File: src/ccrp_pkg.sv
// Package for the ChaCha20 reseeding keystream pool.
// Holds shared types, constants and the quarter-round function; no dependencies.
`default_nettype none
package ccrp_pkg;

    localparam int unsigned DOUBLE_ROUNDS_DEFAULT = 10;
    localparam int unsigned COUNT_W = 25;
    localparam logic [COUNT_W-1:0] INTERVAL_RESET = 25'd1048576;
    localparam logic [COUNT_W-1:0] COUNT_MAX = '1;
    localparam logic [6:0] BLOCK_BYTES = 7'd64;
    localparam int unsigned QUEUE_DEPTH = 2;

    localparam logic REQ_SEED = 1'b0;
    localparam logic REQ_BLOCK = 1'b1;

    typedef logic [31:0] word_t;
    typedef word_t [15:0] state_t;
    typedef word_t [3:0] quad_t;

    typedef enum logic [1:0] {
        ST_IDLE,
        ST_ROUND,
        ST_FINAL,
        ST_EMIT
    } core_state_t;

    typedef struct packed {
        logic [255:0] key;
        logic [63:0]  index;
        logic         unseeded;
    } job_t;

    function automatic word_t rotl(input word_t v, input int unsigned n);
        rotl = (v << n) | (v >> (32 - n));
    endfunction

    function automatic quad_t quarter(input quad_t q);
        word_t a;
        word_t b;
        word_t c;
        word_t d;
        a = q[0];
        b = q[1];
        c = q[2];
        d = q[3];
        a = a + b;
        d = rotl(d ^ a, 16);
        c = c + d;
        b = rotl(b ^ c, 12);
        a = a + b;
        d = rotl(d ^ a, 8);
        c = c + d;
        b = rotl(b ^ c, 7);
        quarter = {d, c, b, a};
    endfunction

endpackage
`default_nettype wire

File: src/ccrp_front.sv
// Front part of the keystream pool: accepts transactions, keeps key, index and count.
// Depends on ccrp_pkg; pushes one block job per block transaction into the queue.
`default_nettype none
module ccrp_front (
    input  wire logic                       clk,
    input  wire logic                       rst_n,
    input  wire logic                       cfg_we,
    input  wire logic [ccrp_pkg::COUNT_W-1:0] cfg_wdata,
    input  wire logic                       valid,
    output      logic                       ready,
    input  wire logic                       req_type,
    input  wire logic [6:0]                 take_bytes,
    input  wire logic                       chunk_end,
    input  wire logic [63:0]                entropy_a,
    input  wire logic [63:0]                entropy_b,
    input  wire logic [63:0]                entropy_c,
    input  wire logic [63:0]                entropy_d,
    output      logic                       job_valid,
    input  wire logic                       job_ready,
    output      ccrp_pkg::job_t             job
);
    import ccrp_pkg::*;

    logic [255:0]       key_reg;
    logic [255:0]       key_next;
    logic [63:0]        index_reg;
    logic [63:0]        index_next;
    logic [COUNT_W-1:0] count_reg;
    logic [COUNT_W-1:0] count_next;
    logic               seeded_reg;
    logic               seeded_next;
    logic [COUNT_W-1:0] interval_reg;
    logic [255:0]       ent;
    logic [6:0]         take;
    logic [COUNT_W:0]   sum;
    logic [COUNT_W-1:0] sat;
    logic               accept;

    assign ent = {entropy_d, entropy_c, entropy_b, entropy_a};
    assign ready = (req_type == REQ_SEED) ? 1'b1 : job_ready;
    assign accept = valid && ready;
    assign job_valid = valid && (req_type == REQ_BLOCK);
    assign job = '{key: key_reg, index: index_reg, unseeded: !seeded_reg};

    always_comb
    begin
        take = (take_bytes > BLOCK_BYTES) ? BLOCK_BYTES : take_bytes;
        sum = {1'b0, count_reg} + {{(COUNT_W-6){1'b0}}, take};
        sat = sum[COUNT_W] ? COUNT_MAX : sum[COUNT_W-1:0];
        key_next = key_reg;
        index_next = index_reg;
        count_next = count_reg;
        seeded_next = seeded_reg;
        if (accept)
        begin
            if (req_type == REQ_SEED)
            begin
                key_next = ent;
                index_next = '0;
                count_next = '0;
                seeded_next = 1'b1;
            end
            else
            begin
                index_next = index_reg + 64'd1;
                count_next = sat;
                if (chunk_end && (sat >= interval_reg))
                begin
                    key_next = key_reg ^ ent;
                    count_next = '0;
                end
            end
        end
    end

    always_ff @(posedge clk or negedge rst_n)
    begin
        if (!rst_n)
        begin
            key_reg <= '0;
            index_reg <= '0;
            count_reg <= '0;
            seeded_reg <= 1'b0;
            interval_reg <= INTERVAL_RESET;
        end
        else
        begin
            key_reg <= key_next;
            index_reg <= index_next;
            count_reg <= count_next;
            seeded_reg <= seeded_next;
            if (cfg_we)
            begin
                interval_reg <= cfg_wdata;
            end
        end
    end

endmodule
`default_nettype wire

File: config.mk
export PLATFORM = sky130hd
export DESIGN_NAME = ccrp_front
export DESIGN_NICKNAME = d
export VERILOG_FILES = /design/src/ccrp_pkg.sv /design/src/ccrp_front.sv
export SDC_FILE = /design/constraint.sdc
export NUM_CORES = 1
export LEC_CHECK = 0
export BUFFER_PORTS_ARGS = -buffer_cell sky130_fd_sc_hd__clkbuf_2
export CAP_MARGIN = 20
export CORE_AREA = 2 2 238 240
export CTS_BUF_LIST = sky130_fd_sc_hd__clkbuf_16
export CTS_CLUSTER_SIZE = 25
export DETAILED_ROUTE_END_ITERATION = 10
export DIE_AREA = 0 0 240 242
export GPL_ROUTABILITY_DRIVEN = 0
export SLEW_MARGIN = 5
export SYNTH_ARGS = -nofsm -noshare
export SYNTH_HDL_FRONTEND = slang
export SYNTH_SLANG_ARGS = --single-unit
File: constraint.sdc
create_clock -name clk -period 4.72 [get_ports clk]
set_input_delay 0.708 -clock clk [delete_from_list [all_inputs] [get_ports clk]]
set_output_delay 0.708 -clock clk [all_outputs]
set_load 0.02 [all_outputs]
==> run summary <==
Status -> finished clean
CORE AREA -> 55700 um^2
Placed cell areas -> 23400 um^2
Ys Warns -> 0
CP peak stage delay -> 410 ps
RSZ-0062 raised after global routing -> yes
CTS Buf Count -> 44
CTS max path bufs -> 3
Rows -> 87
Layout cells sized above 1 -> 29.1%
Die Span Y -> 242 um
P per Cell Area -> 407 nW/um^2
Design area -> 24800 um^2
Worst skew pair latency -> 560 ps
Initial core utilization -> 33.7%
Via density -> 5.15
Final setup fails -> 0
First-pass GRT wire length -> 97.3 mm
Fin cells -> 3539
Post-synthesis async set-or-reset flop share -> 100%
Yosys top cell area share -> 49.3%
Final Max Tran Viols -> 0
Fill cells -> 5487
Tcrit/Tclk final -> 94.8%
Synth Instances -> 2097
Maxcap violations -> 0
Worst-path fanout max -> 7
Ys flop type -> dfrtp_1
Fmax achieved -> 0.224 GHz
Routed Antenna Nets -> 0
Die area -> 58100 um^2
Reg clk slew, reported paths -> 50 ps
Tot GR Track Use -> 20.7%
CTS Root Cell -> clkbuf_16
Min cycle time layout -> 4470 ps
Multi-input logic area -> 8900 um^2
Rel. slew slack -> 43.1%
Register area share after synthesis -> 49.5%
Critical path's slowest cell -> or3_1
Io pins -> 618
Nets -> 3080
VDD IR-drop max -> 0.000259 V
#FFs+latches synth -> 371
Final HPWL from detailed placement -> 45.0 mm
Total clock sinks -> 371
Synthesized Nets -> 2426
DR DRC count -> 0
Dpl ws -> -769 ps
Area Overhead vs Synth -> 32.0%
Register area -> 9290 um^2
DR pass1 iterations -> 7
CTS tree -> built
Crit Path Category -> input port to flip-flop
Synth unique cells -> 62
Fin. Hold Viols -> 0
CP Capture Type -> flip-flop
Worst path cell trace -> clkbuf_2 > buf_4 > nor2b_1 > ha_1 > o21a_1 > o2111a_1 > o21ai_0 > buf_4 > or2_1 > nor2_2 > buf_4 > or2_2 > ha_1 > nand4_1 > buf_4 > nor2_1 > a32o_1 > o31a_1 > buf_4 > or3_1 > buf_4 > o31ai_1
H-tree lvl count -> 2
Yosys top cell by area -> dfrtp_1
DR WL/cell -> 17.4 um
Hold Crit Class -> input port to async pin
P_leak -> 0.0125 uW
Crit start category -> input port
DRT Wirelength -> 61.5 mm
Worst endpoint required time -> 5180 ps
Inst Count DP -> 3459
Remaining global-route overflow -> 0
EDFF count, synth -> 0
Number of flip-flops in the largest register -> 256
Count leader, synth -> o21ai_0
Largest net degree at the start of global routing -> 117
Top post-synthesis cells by area -> dfrtp_1, o21ai_0, a21o_1
Die width -> 240 um
Hold_buf cts -> 0
Setup WS post-layout -> 247 ps
Worst-Margin Slew -> 852 ps
Post-synth top cells -> o21ai_0, dfrtp_1, nand2_1, a21o_1, nor2_1
WP data arrival -> 4930 ps
DRT iter0 DRCs -> 994
Vias post-DR -> 18200
Initial antenna violation count -> 2
Most frequent CP cell -> buf_4
Number of global-route vias before repair -> 17700
Synthesized cell area -> 18800 um^2
Worst Skew -> 16.8 ps
Mean Syn Cell Area -> 8.95 um^2
IO Port Bufs -> 617
[final timing paths]
| path | cells after the start | end | slack [ps] | startpoint |
|---|---|---|---|---|
| worst max-delay path | 22 | count_reg[0] | 250 | take_bytes[6] |
| worst min-delay path | 1 | count_reg[0] | 140 | rst_n |
| worst max register to register | 20 | count_reg[0] | 270 | count_reg[0] |
| worst min register to register | 2 | seeded_reg | 450 | seeded_reg |
| max in group asynchronous | 2 | key_reg[146] | 3440 | rst_n |
| min in group clk | 3 | interval_reg[21] | 360 | cfg_wdata[21] |
[cells in the final DEF, fill, tap and decap left out, types with 3 or more instances in the layout]
| cell | n |
|---|---|
| or2_2 | 7 |
| xor2_1 | 32 |
| nand4_1 | 20 |
| a21o_1 | 261 |
| and2_1 | 8 |
| dfrtp_1 | 370 |
| a31o_2 | 7 |
| a21oi_1 | 35 |
| buf_4 | 80 |
| o31a_1 | 3 |
| mux2_2 | 3 |
| clkbuf_2 | 616 |
| nor4_1 | 4 |
| a22o_1 | 8 |
| and4_1 | 4 |
| o31ai_1 | 5 |
| clkbuf_16 | 45 |
| nand3_1 | 32 |
| ha_1 | 33 |
| and3_1 | 5 |
| clkinv_1 | 10 |
| xnor2_1 | 31 |
| or3_1 | 14 |
| nor2_1 | 73 |
| o21a_1 | 3 |
| buf_12 | 21 |
| o21ai_0 | 568 |
| nand2_1 | 347 |
| o211ai_1 | 4 |
| nor2b_1 | 8 |
| nor3_1 | 12 |
| inv_1 | 62 |
[per-layer routing]
metal	track usage, %	up-vias	wire, um
met2	35.3	554	30100
met3	5.48	102	4540
li1	-	8674	-
met1	25.4	8879	25100
met5	0	-	13
met4	6.36	2	1820
[per-stage QoR]
| step | hold WS (ps) | TNS (ps) | util, % | total power [uW] |
|---|---|---|---|---|
| 2_1_floorplan | 412 | 0 | - | 5690 |
| 3_3_place_gp | 430 | -192770 | 42.0 | 6840 |
| 3_5_place_dp | 431 | -196680 | 42.0 | 6950 |
| 4_1_cts | 163 | 0 | 44.3 | 10200 |
| 5_1_grt | 173 | -35.7 | 44.4 | 10600 |
| 6_report | 144 | 0 | 44.4 | 10100 |
[worst max-delay path, delay by kind of cell]
family / cells / cell delay, ps
AOI/OAI and AO/OA: 6 / 1330
buffers and inverters: 7 / 1090
adders and majority gates: 2 / 550
and+or+nand+nor: 7 / 1250
[final cells by class]
type | instances | area share [%]
clock inverter | 32 | 0.727
timing repair buffer | 720 | 16.8
sequential | 371 | 37.5
antenna | 1 | 0.0101
inverter | 45 | 0.682
tap | 756 | 3.82
multi-input combinational | 1569 | 35.9
clock buffer | 45 | 4.55
[logic make-up after synthesis]
| family | Yosys count | synth area share [%] |
|---|---|---|
| AOI/OAI and AO/OA | 911 | 28.6 |
| and+or+nand+nor | 557 | 13.0 |
| DFF | 371 | 49.5 |
| buffers and inverters | 157 | 3.43 |
| xor gates and xnor gates | 63 | 2.94 |
| adders and majority gates | 34 | 2.31 |
| muxes | 4 | 0.233 |
[repair_timing]
item	in CTS	in global routing
resized for setup	2	7
pin swaps	0	2
endpoints found under the setup margin	266	265
setup buffers	0	1
[power by group]
| part | switching [uW] | internal (uW) |
|---|---|---|
| sequential | 415 | 3730 |
| combinational | 1720 | 1040 |
| clock | 1350 | 1820 |
| total | 3480 | 6590 |
(Power assumes the default switching activity.)
