File: src/ccrp_pkg.sv
// Package for the ChaCha20 reseeding keystream pool.
// Holds shared types, constants and the quarter-round function; no dependencies.
`default_nettype none
package ccrp_pkg;

    localparam int unsigned DOUBLE_ROUNDS_DEFAULT = 10;
    localparam int unsigned COUNT_W = 25;
    localparam logic [COUNT_W-1:0] INTERVAL_RESET = 25'd1048576;
    localparam logic [COUNT_W-1:0] COUNT_MAX = '1;
    localparam logic [6:0] BLOCK_BYTES = 7'd64;
    localparam int unsigned QUEUE_DEPTH = 2;

    localparam logic REQ_SEED = 1'b0;
    localparam logic REQ_BLOCK = 1'b1;

    typedef logic [31:0] word_t;
    typedef word_t [15:0] state_t;
    typedef word_t [3:0] quad_t;

    typedef enum logic [1:0] {
        ST_IDLE,
        ST_ROUND,
        ST_FINAL,
        ST_EMIT
    } core_state_t;

    typedef struct packed {
        logic [255:0] key;
        logic [63:0]  index;
        logic         unseeded;
    } job_t;

    function automatic word_t rotl(input word_t v, input int unsigned n);
        rotl = (v << n) | (v >> (32 - n));
    endfunction

    function automatic quad_t quarter(input quad_t q);
        word_t a;
        word_t b;
        word_t c;
        word_t d;
        a = q[0];
        b = q[1];
        c = q[2];
        d = q[3];
        a = a + b;
        d = rotl(d ^ a, 16);
        c = c + d;
        b = rotl(b ^ c, 12);
        a = a + b;
        d = rotl(d ^ a, 8);
        c = c + d;
        b = rotl(b ^ c, 7);
        quarter = {d, c, b, a};
    endfunction

endpackage
`default_nettype wire

File: src/ccrp_queue.sv
// Short job queue between the front and the block core of the keystream pool.
// Depends on ccrp_pkg for the job type.
`default_nettype none
module ccrp_queue #(
    parameter int unsigned DEPTH = ccrp_pkg::QUEUE_DEPTH
) (
    input  wire logic           clk,
    input  wire logic           rst_n,
    input  wire logic           in_valid,
    output      logic           in_ready,
    input  wire ccrp_pkg::job_t in_job,
    output      logic           out_valid,
    input  wire logic           out_ready,
    output      ccrp_pkg::job_t out_job
);
    import ccrp_pkg::*;

    localparam int unsigned AW = (DEPTH > 1) ? $clog2(DEPTH) : 1;

    job_t          mem [DEPTH];
    logic [AW-1:0] wp_reg;
    logic [AW-1:0] rp_reg;
    logic [AW:0]   cnt_reg;
    logic          push;
    logic          pop;

    assign in_ready = (cnt_reg != AW'(0) + (AW+1)'(DEPTH));
    assign out_valid = (cnt_reg != '0);
    assign out_job = mem[rp_reg];
    assign push = in_valid && in_ready;
    assign pop = out_valid && out_ready;

    always_ff @(posedge clk)
    begin
        if (push)
        begin
            mem[wp_reg] <= in_job;
        end
    end

    always_ff @(posedge clk or negedge rst_n)
    begin
        if (!rst_n)
        begin
            wp_reg <= '0;
            rp_reg <= '0;
            cnt_reg <= '0;
        end
        else
        begin
            if (push)
            begin
                wp_reg <= (wp_reg == AW'(DEPTH - 1)) ? '0 : wp_reg + AW'(1);
            end
            if (pop)
            begin
                rp_reg <= (rp_reg == AW'(DEPTH - 1)) ? '0 : rp_reg + AW'(1);
            end
            cnt_reg <= cnt_reg + (AW+1)'(push) - (AW+1)'(pop);
        end
    end

endmodule
`default_nettype wire

File: config.mk
export PLATFORM = sky130hd
export DESIGN_NAME = ccrp_queue
export DESIGN_NICKNAME = d
export VERILOG_FILES = /design/src/ccrp_pkg.sv /design/src/ccrp_queue.sv
export SDC_FILE = /design/constraint.sdc
export NUM_CORES = 1
export LEC_CHECK = 0
export BUFFER_PORTS_ARGS = -buffer_cell sky130_fd_sc_hd__clkbuf_2
export CAP_MARGIN = 20
export CORE_AREA = 2 2 254 256
export DETAILED_ROUTE_END_ITERATION = 10
export DIE_AREA = 0 0 256 258
export SKIP_LAST_GASP = 1
export SYNTH_ARGS = -nofsm -noshare
export SYNTH_HDL_FRONTEND = slang
export SYNTH_SLANG_ARGS = --single-unit
export TNS_END_PERCENT = 1
File: constraint.sdc
create_clock -name clk -period 22 [get_ports clk]
set_input_delay 2.2 -clock clk [delete_from_list [all_inputs] [get_ports clk]]
set_output_delay 2.2 -clock clk [all_outputs]
set_load 0.01 [all_outputs]
==> results of run 1 <==
-- worst paths after layout --
check	startpoint	end	cells past startpoint
min in group asynchronous	rst_n	cnt_reg[1]	1
min reg2reg	wp_reg	wp_reg	1
min	wp_reg	wp_reg	1
max reg2reg	cnt_reg[0]	mem[1][107]	4
max	rp_reg	out_job[190]	4
max in group asynchronous	rst_n	rp_reg	1
-- layout make-up --
class	count	area, um2
timing repair buffer	660	3388
tap	855	1070
sequential	646	19380
clock inverter	36	311.5
multi-input combinational	339	3896
fill	5533	33800
clock buffer	81	1793
antenna	5	12.51
-- power by group through the flow --
stage | Sequential (W) | Combinational (W) | Clock [W]
final | 0.00177 | 0.00117 | 0.00108
after global routing | 0.00179 | 0.00125 | 0.00116
after CTS | 0.00177 | 0.00119 | 0.00111
after detailed placement | 0.00180 | 0.00118 | 0
after global placement | 0.00179 | 0.00118 | 0
after floorplan | 0.00188 | 0.000776 | 0
-- stage by stage --
step / worst slack, ns / total power, W
6_report: 15.92 / 0.004015
5_1_grt: 15.67 / 0.004204
4_1_cts: 15.58 / 0.004072
3_5_place_dp: 16.23 / 0.002979
3_3_place_gp: 16.29 / 0.002964
2_1_floorplan: 5.426 / 0.002659
-- layout by cell type, fill, tap and decap left out, drive strengths merged, types with 2 or more instances in the layout --
| cell type | count |
|---|---|
| clkbuf | 728 |
| edfxtp | 642 |
| mux2 | 321 |
| clkinv | 30 |
| buf | 13 |
| diode | 5 |
| bufinv | 4 |
| dfrtp | 4 |
| xnor2 | 3 |
| nor2 | 3 |
| nand2 | 2 |
-- kinds of logic after synthesis --
group,Yosys count
DFF,646
buffers and inverters,36
and+or+nand+nor,10
AOI/OAI and AO/OA,4
xor gates and xnor gates,3
muxes,321
adders and majority gates,1
-- layer usage --
metal	wire (um)	part of all wire	global-route usage
met5	12	0.00022	0
met4	1555	0.029	0.06790
met3	3564	0.067	0.04623
met2	28830	0.54	0.2819
met1	19590	0.37	0.1750
-- worst reg2reg max path: stages, from the launching register on --
cell and delay, ns:
dfrtp_1 0.44, nand2b_1 0.18, and3_4 0.58, buf_4 0.85, buf_4 0.99
==> results.json, run 1 <==
{
  "p_switching_w": 0.001188,
  "synth.area.top_cells": "edfxtp_1 (82%), mux2_2 (13%), mux2_4 (2.5%), buf_6 (1.5%), dfrtp_1 (0.42%)",
  "final_cells": 2622,
  "die_w_um": 256,
  "io_pins": 648,
  "synth-seq-cells": 646,
  "cpPeakStageDelay_ns": 1.00,
  "gr-total-overflow": 0,
  "power_frac_seq": 0.440,
  "firstDrtPassIters": 4,
  "layout.cell_area.non_filler_um2": 29850,
  "synth.top_cell.area_share": 0.8156,
  "synth_cell_type_count": 20,
  "maxCapViolCount": 0,
  "finish.utilization": 0.4690,
  "cpLargestDelayFamily": "buffers and inverters",
  "syn-cell-area_um2": 23640,
  "setup_tns_ns": 0,
  "syn_inst": 1021,
  "power_leakage_nw": 11.30,
  "wl_per_cell_um": 20.42,
  "crit_path_end_kind": "output port",
  "track_usage": 0.1577,
  "antenna_found_initial": 6,
  "die_y_um": 258,
  "status": "finished, final reports clean",
  "clkPwrFrac": 0.269,
  "numClockSinks": 646,
  "period_needed_ns": 6.078,
  "ys_async_sr_fraction": 0.006192,
  "rrSetupSlack_ns": 18.55,
  "synth_top_family_by_area": "multiplexers",
  "globalplace.congestion": 0.8565,
  "vias": 12100,
  "yosysMostFrequentCell": "edfxtp_1",
  "die-area_um2": 66050,
  "synth_nets": 1347,
  "nNetsFinal": 2042,
  "synthAdderAreaFrac": 0.0005294,
  "pwr-share-comb": 0.291,
  "synth_flop_cell": "edfxtp_1",
  "grt_pass1_vias": 12970,
  "cp_num_buf_inv": 3,
  "post_cts_buffers": 0,
  "synth_common_cells": "edfxtp_1 (642), mux2_2 (273), mux2_4 (40)",
  "yosys.area.top_type": "edfxtp_1",
  "drv_slew": 0,
  "grt_pass1_wl_um": 78970,
  "avgSynthCellArea_um2": 23.15,
  "cp.arrival_ns": 3.88,
  "slew_headroom": 0.2240,
  "synth-compound-area-share": 0.001323,
  "min_path_type": "reg -> reg",
  "portBuffers": 647,
  "swShare": 0.2959,
  "numCtsBuffers": 69,
  "layout-drive-gt1-share": 0.6061,
  "crit_required_ns": 19.80,
  "area_growth_pct": 26.30,
  "wl_um": 53550,
  "startpoint_type": "flop",
  "fmax_mhz": 164.5,
  "crit_type": "reg -> out",
  "tightest_slew_ns": 1.164,
  "grt_max_degree": 179,
  "fin_skew_ns": 0.01981,
  "clk_pin_slew_worst_paths_ns": 0.05,
  "core_um2": 63650,
  "hold_buffers": 0,
  "crit_slowest_cell": "dfrtp_4",
  "drtIter0Drc": 716,
  "synth_simple_gate_area_share": 0.002064,
  "hold-worst-slack_ns": 0.5495,
  "cts_root_buffer": "clkbuf_16",
  "drc": 0,
  "via_per_inst": 4.615,
  "ys_warn_count": 0,
  "path_common_cell": "buf_4",
  "finalCritPeriodShare": 0.2763,
  "postRouteAntennaNets": 0,
  "hold_viol": 0,
  "rsz0062_at_grt": "false",
  "post_dp_cell_area_um2": 27680,
  "start_util": 0.3714,
  "synth_edf_count": 642,
  "insertion_delay_ns": 0.59,
  "fp-row-count": 93,
  "cp_max_fo": 65,
  "cts_resized": 0,
  "cts_buffer_depth": 3,
  "largest_register_ffs": 642,
  "seq_area_frac_synth": 0.8199,
  "worstPathCellList": "buf_4 -> buf_4 -> mux2_2 -> clkbuf_2",
  "cts_tree": "yes",
  "power.density_nw_per_um2": 134.5,
  "setup_viol": 0,
  "synth-xor-area-share": 0.001112,
  "synthMuxAreaShare": 0.1593,
  "dp_hpwl_um": 37090,
  "htree_levels": 3,
  "ir_drop_v": 0.00008633,
  "dp_cells": 2498,
  "p_int_w": 0.002827
}
(Power assumes the default switching activity.)
==> run 2, diff against run 1 <==
==> constraint.sdc (replaced) <==
create_clock -name clk -period 6 [get_ports clk]
set_input_delay 0.6 -clock clk [delete_from_list [all_inputs] [get_ports clk]]
set_output_delay 0.6 -clock clk [all_outputs]
set_load 0.01 [all_outputs]
==> results.json, run 2 (synthesis gave the netlist of run 1 again) <==
{
  "gr-total-overflow": 0,
  "start_util": 0.3714,
  "die_y_um": 258,
  "cts_resized": 0,
  "cts_root_buffer": "clkbuf_16",
  "crit_type": "reg -> out",
  "power_leakage_nw": 11.31,
  "cts_tree": "yes",
  "cpPeakStageDelay_ns": 0.97,
  "tightest_slew_ns": 1.225,
  "dp_hpwl_um": 36680,
  "swShare": 0.2981,
  "wl_um": 53850,
  "globalplace.congestion": 0.8446,
  "crit_required_ns": 5.40,
  "drc": 0,
  "grt_pass1_wl_um": 78180,
  "insertion_delay_ns": 0.59,
  "min_from": "in_job[238]",
  "p_switching_w": 0.004422,
  "mostFrequentLayoutCell": "clkbuf_2",
  "htree_levels": 3,
  "fp-row-count": 93,
  "min_path_type": "in -> reg",
  "rrSetupSlack_ns": 3.68,
  "r2r-start": "cnt_reg[0]",
  "largest_register_ffs": 642,
  "track_usage": 0.1572,
  "rsz0062_at_grt": "false",
  "multi_input_area_um2": 3896,
  "power.density_nw_per_um2": 495.8,
  "status": "finished, final reports clean",
  "clk_pin_slew_worst_paths_ns": 0.06,
  "cts_buffer_depth": 3,
  "drtIter0Drc": 748,
  "maxCapViolCount": 0,
  "fill_cells": 5512,
  "cp.arrival_ns": 2.87,
  "firstDrtPassIters": 4,
  "crit_path_end_kind": "output port",
  "fmax_mhz": 288.2,
  "io_pins": 648,
  "numCtsBuffers": 69,
  "finish.utilization": 0.4701,
  "drv_slew": 0,
  "period_needed_ns": 3.470,
  "hold_viol": 0,
  "numClockSinks": 646,
  "finalCritPeriodShare": 0.5783,
  "cp_max_fo": 118,
  "antenna_found_initial": 10,
  "startpoint_type": "flop",
  "wl_per_cell_um": 20.53,
  "vias": 12150,
  "layout-drive-gt1-share": 0.6050,
  "pwr-share-comb": 0.290,
  "area_growth_pct": 26.58,
  "power_frac_seq": 0.437,
  "nNetsFinal": 2037,
  "via_per_inst": 4.633,
  "fin_skew_ns": 0.01663,
  "final_cell_mix": "clkbuf_2 (647), edfxtp_1 (642), mux2_2 (273), clkbuf_16 (71), mux2_4 (40)",
  "ff_latch_area_um2": 19380,
  "core_um2": 63650,
  "die-area_um2": 66050,
  "dp_cells": 2494,
  "die_w_um": 256,
  "crit_slowest_cell": "dfrtp_4",
  "setup_viol": 0,
  "postRouteAntennaNets": 0,
  "slew_headroom": 0.1834,
  "worstPathCellList": "buf_12 -> mux2_2 -> clkbuf_2",
  "p_int_w": 0.01041,
  "clkPwrFrac": 0.273,
  "portBuffers": 647,
  "ir_drop_v": 0.0003612,
  "grt_max_degree": 166,
  "final_cells": 2623,
  "startpoint": "rp_reg",
  "grt_pass1_vias": 12710
}
## run 2: area by class of cell
class	instances	share of cell area
Antenna cell	6	0.0005018
Clock buffer	80	0.06051
Clock inverter	42	0.01238
Multi-Input combinational cell	339	0.1302
Sequential cell	646	0.6478
Tap cell	855	0.03575
Timing Repair Buffer	655	0.1128
## run 2: what timing repair did
| item | 4_1_cts | 5_1_grt |
|---|---|---|
| hold buffers | 1 | 0 |
| hold endpoints to repair | 4 | 0 |
| buffers inserted | 0 | 0 |
## run 2: stage by stage
step	power, W	hold slack, ns	setup slack (ns)	TNS [ns]	instance area (um2)
3_5_place_dp	0.01094	0.4182	3.106	0	27710
2_1_floorplan	0.009531	0.3044	-2.714	-871.05	23640
6_report	0.01484	0.1893	2.530	0	29920
3_3_place_gp	0.01088	0.4205	3.136	0	27710
4_1_cts	0.01506	0.1386	2.449	0	29900
5_1_grt	0.01550	0.1555	2.366	0	29920
## run 2: power by group through the flow
stage	sequential [W]	clock [W]	combinational (W)
3_5_place_dp	0.00658	0	0.00436
4_1_cts	0.00648	0.00419	0.00438
2_1_floorplan	0.00668	0	0.00285
5_1_grt	0.00657	0.00436	0.00457
3_3_place_gp	0.00653	0	0.00435
6_report	0.00648	0.00406	0.00430
## run 2: routing by layer
layer / track usage / wire (um) / share of wire / up-vias
met1: 0.1792 / 20310 / 0.38 / 6076
met4: 0.08593 / 2401 / 0.045 / 6
li1: - / - / - / 5506
met5: 0 / 34 / 0.00063 / -
met3: 0.04378 / 3402 / 0.063 / 131
met2: 0.2688 / 27700 / 0.51 / 433
## run 2: critical path, delay by kind of cell, from the launching register on
family   cells  cell delay [ns]
buf+inv      2             0.68
flops        1             0.97
mux          1             0.42
## run 2: final timing paths
| path | end | cells past startpoint |
|---|---|---|
| min | mem[1][238] | 1 |
| min reg2reg | wp_reg | 1 |
| max | out_job[309] | 3 |
| max in group asynchronous | rp_reg | 2 |
| min in group asynchronous | cnt_reg[0] | 2 |
| max reg2reg | mem[0][309] | 4 |
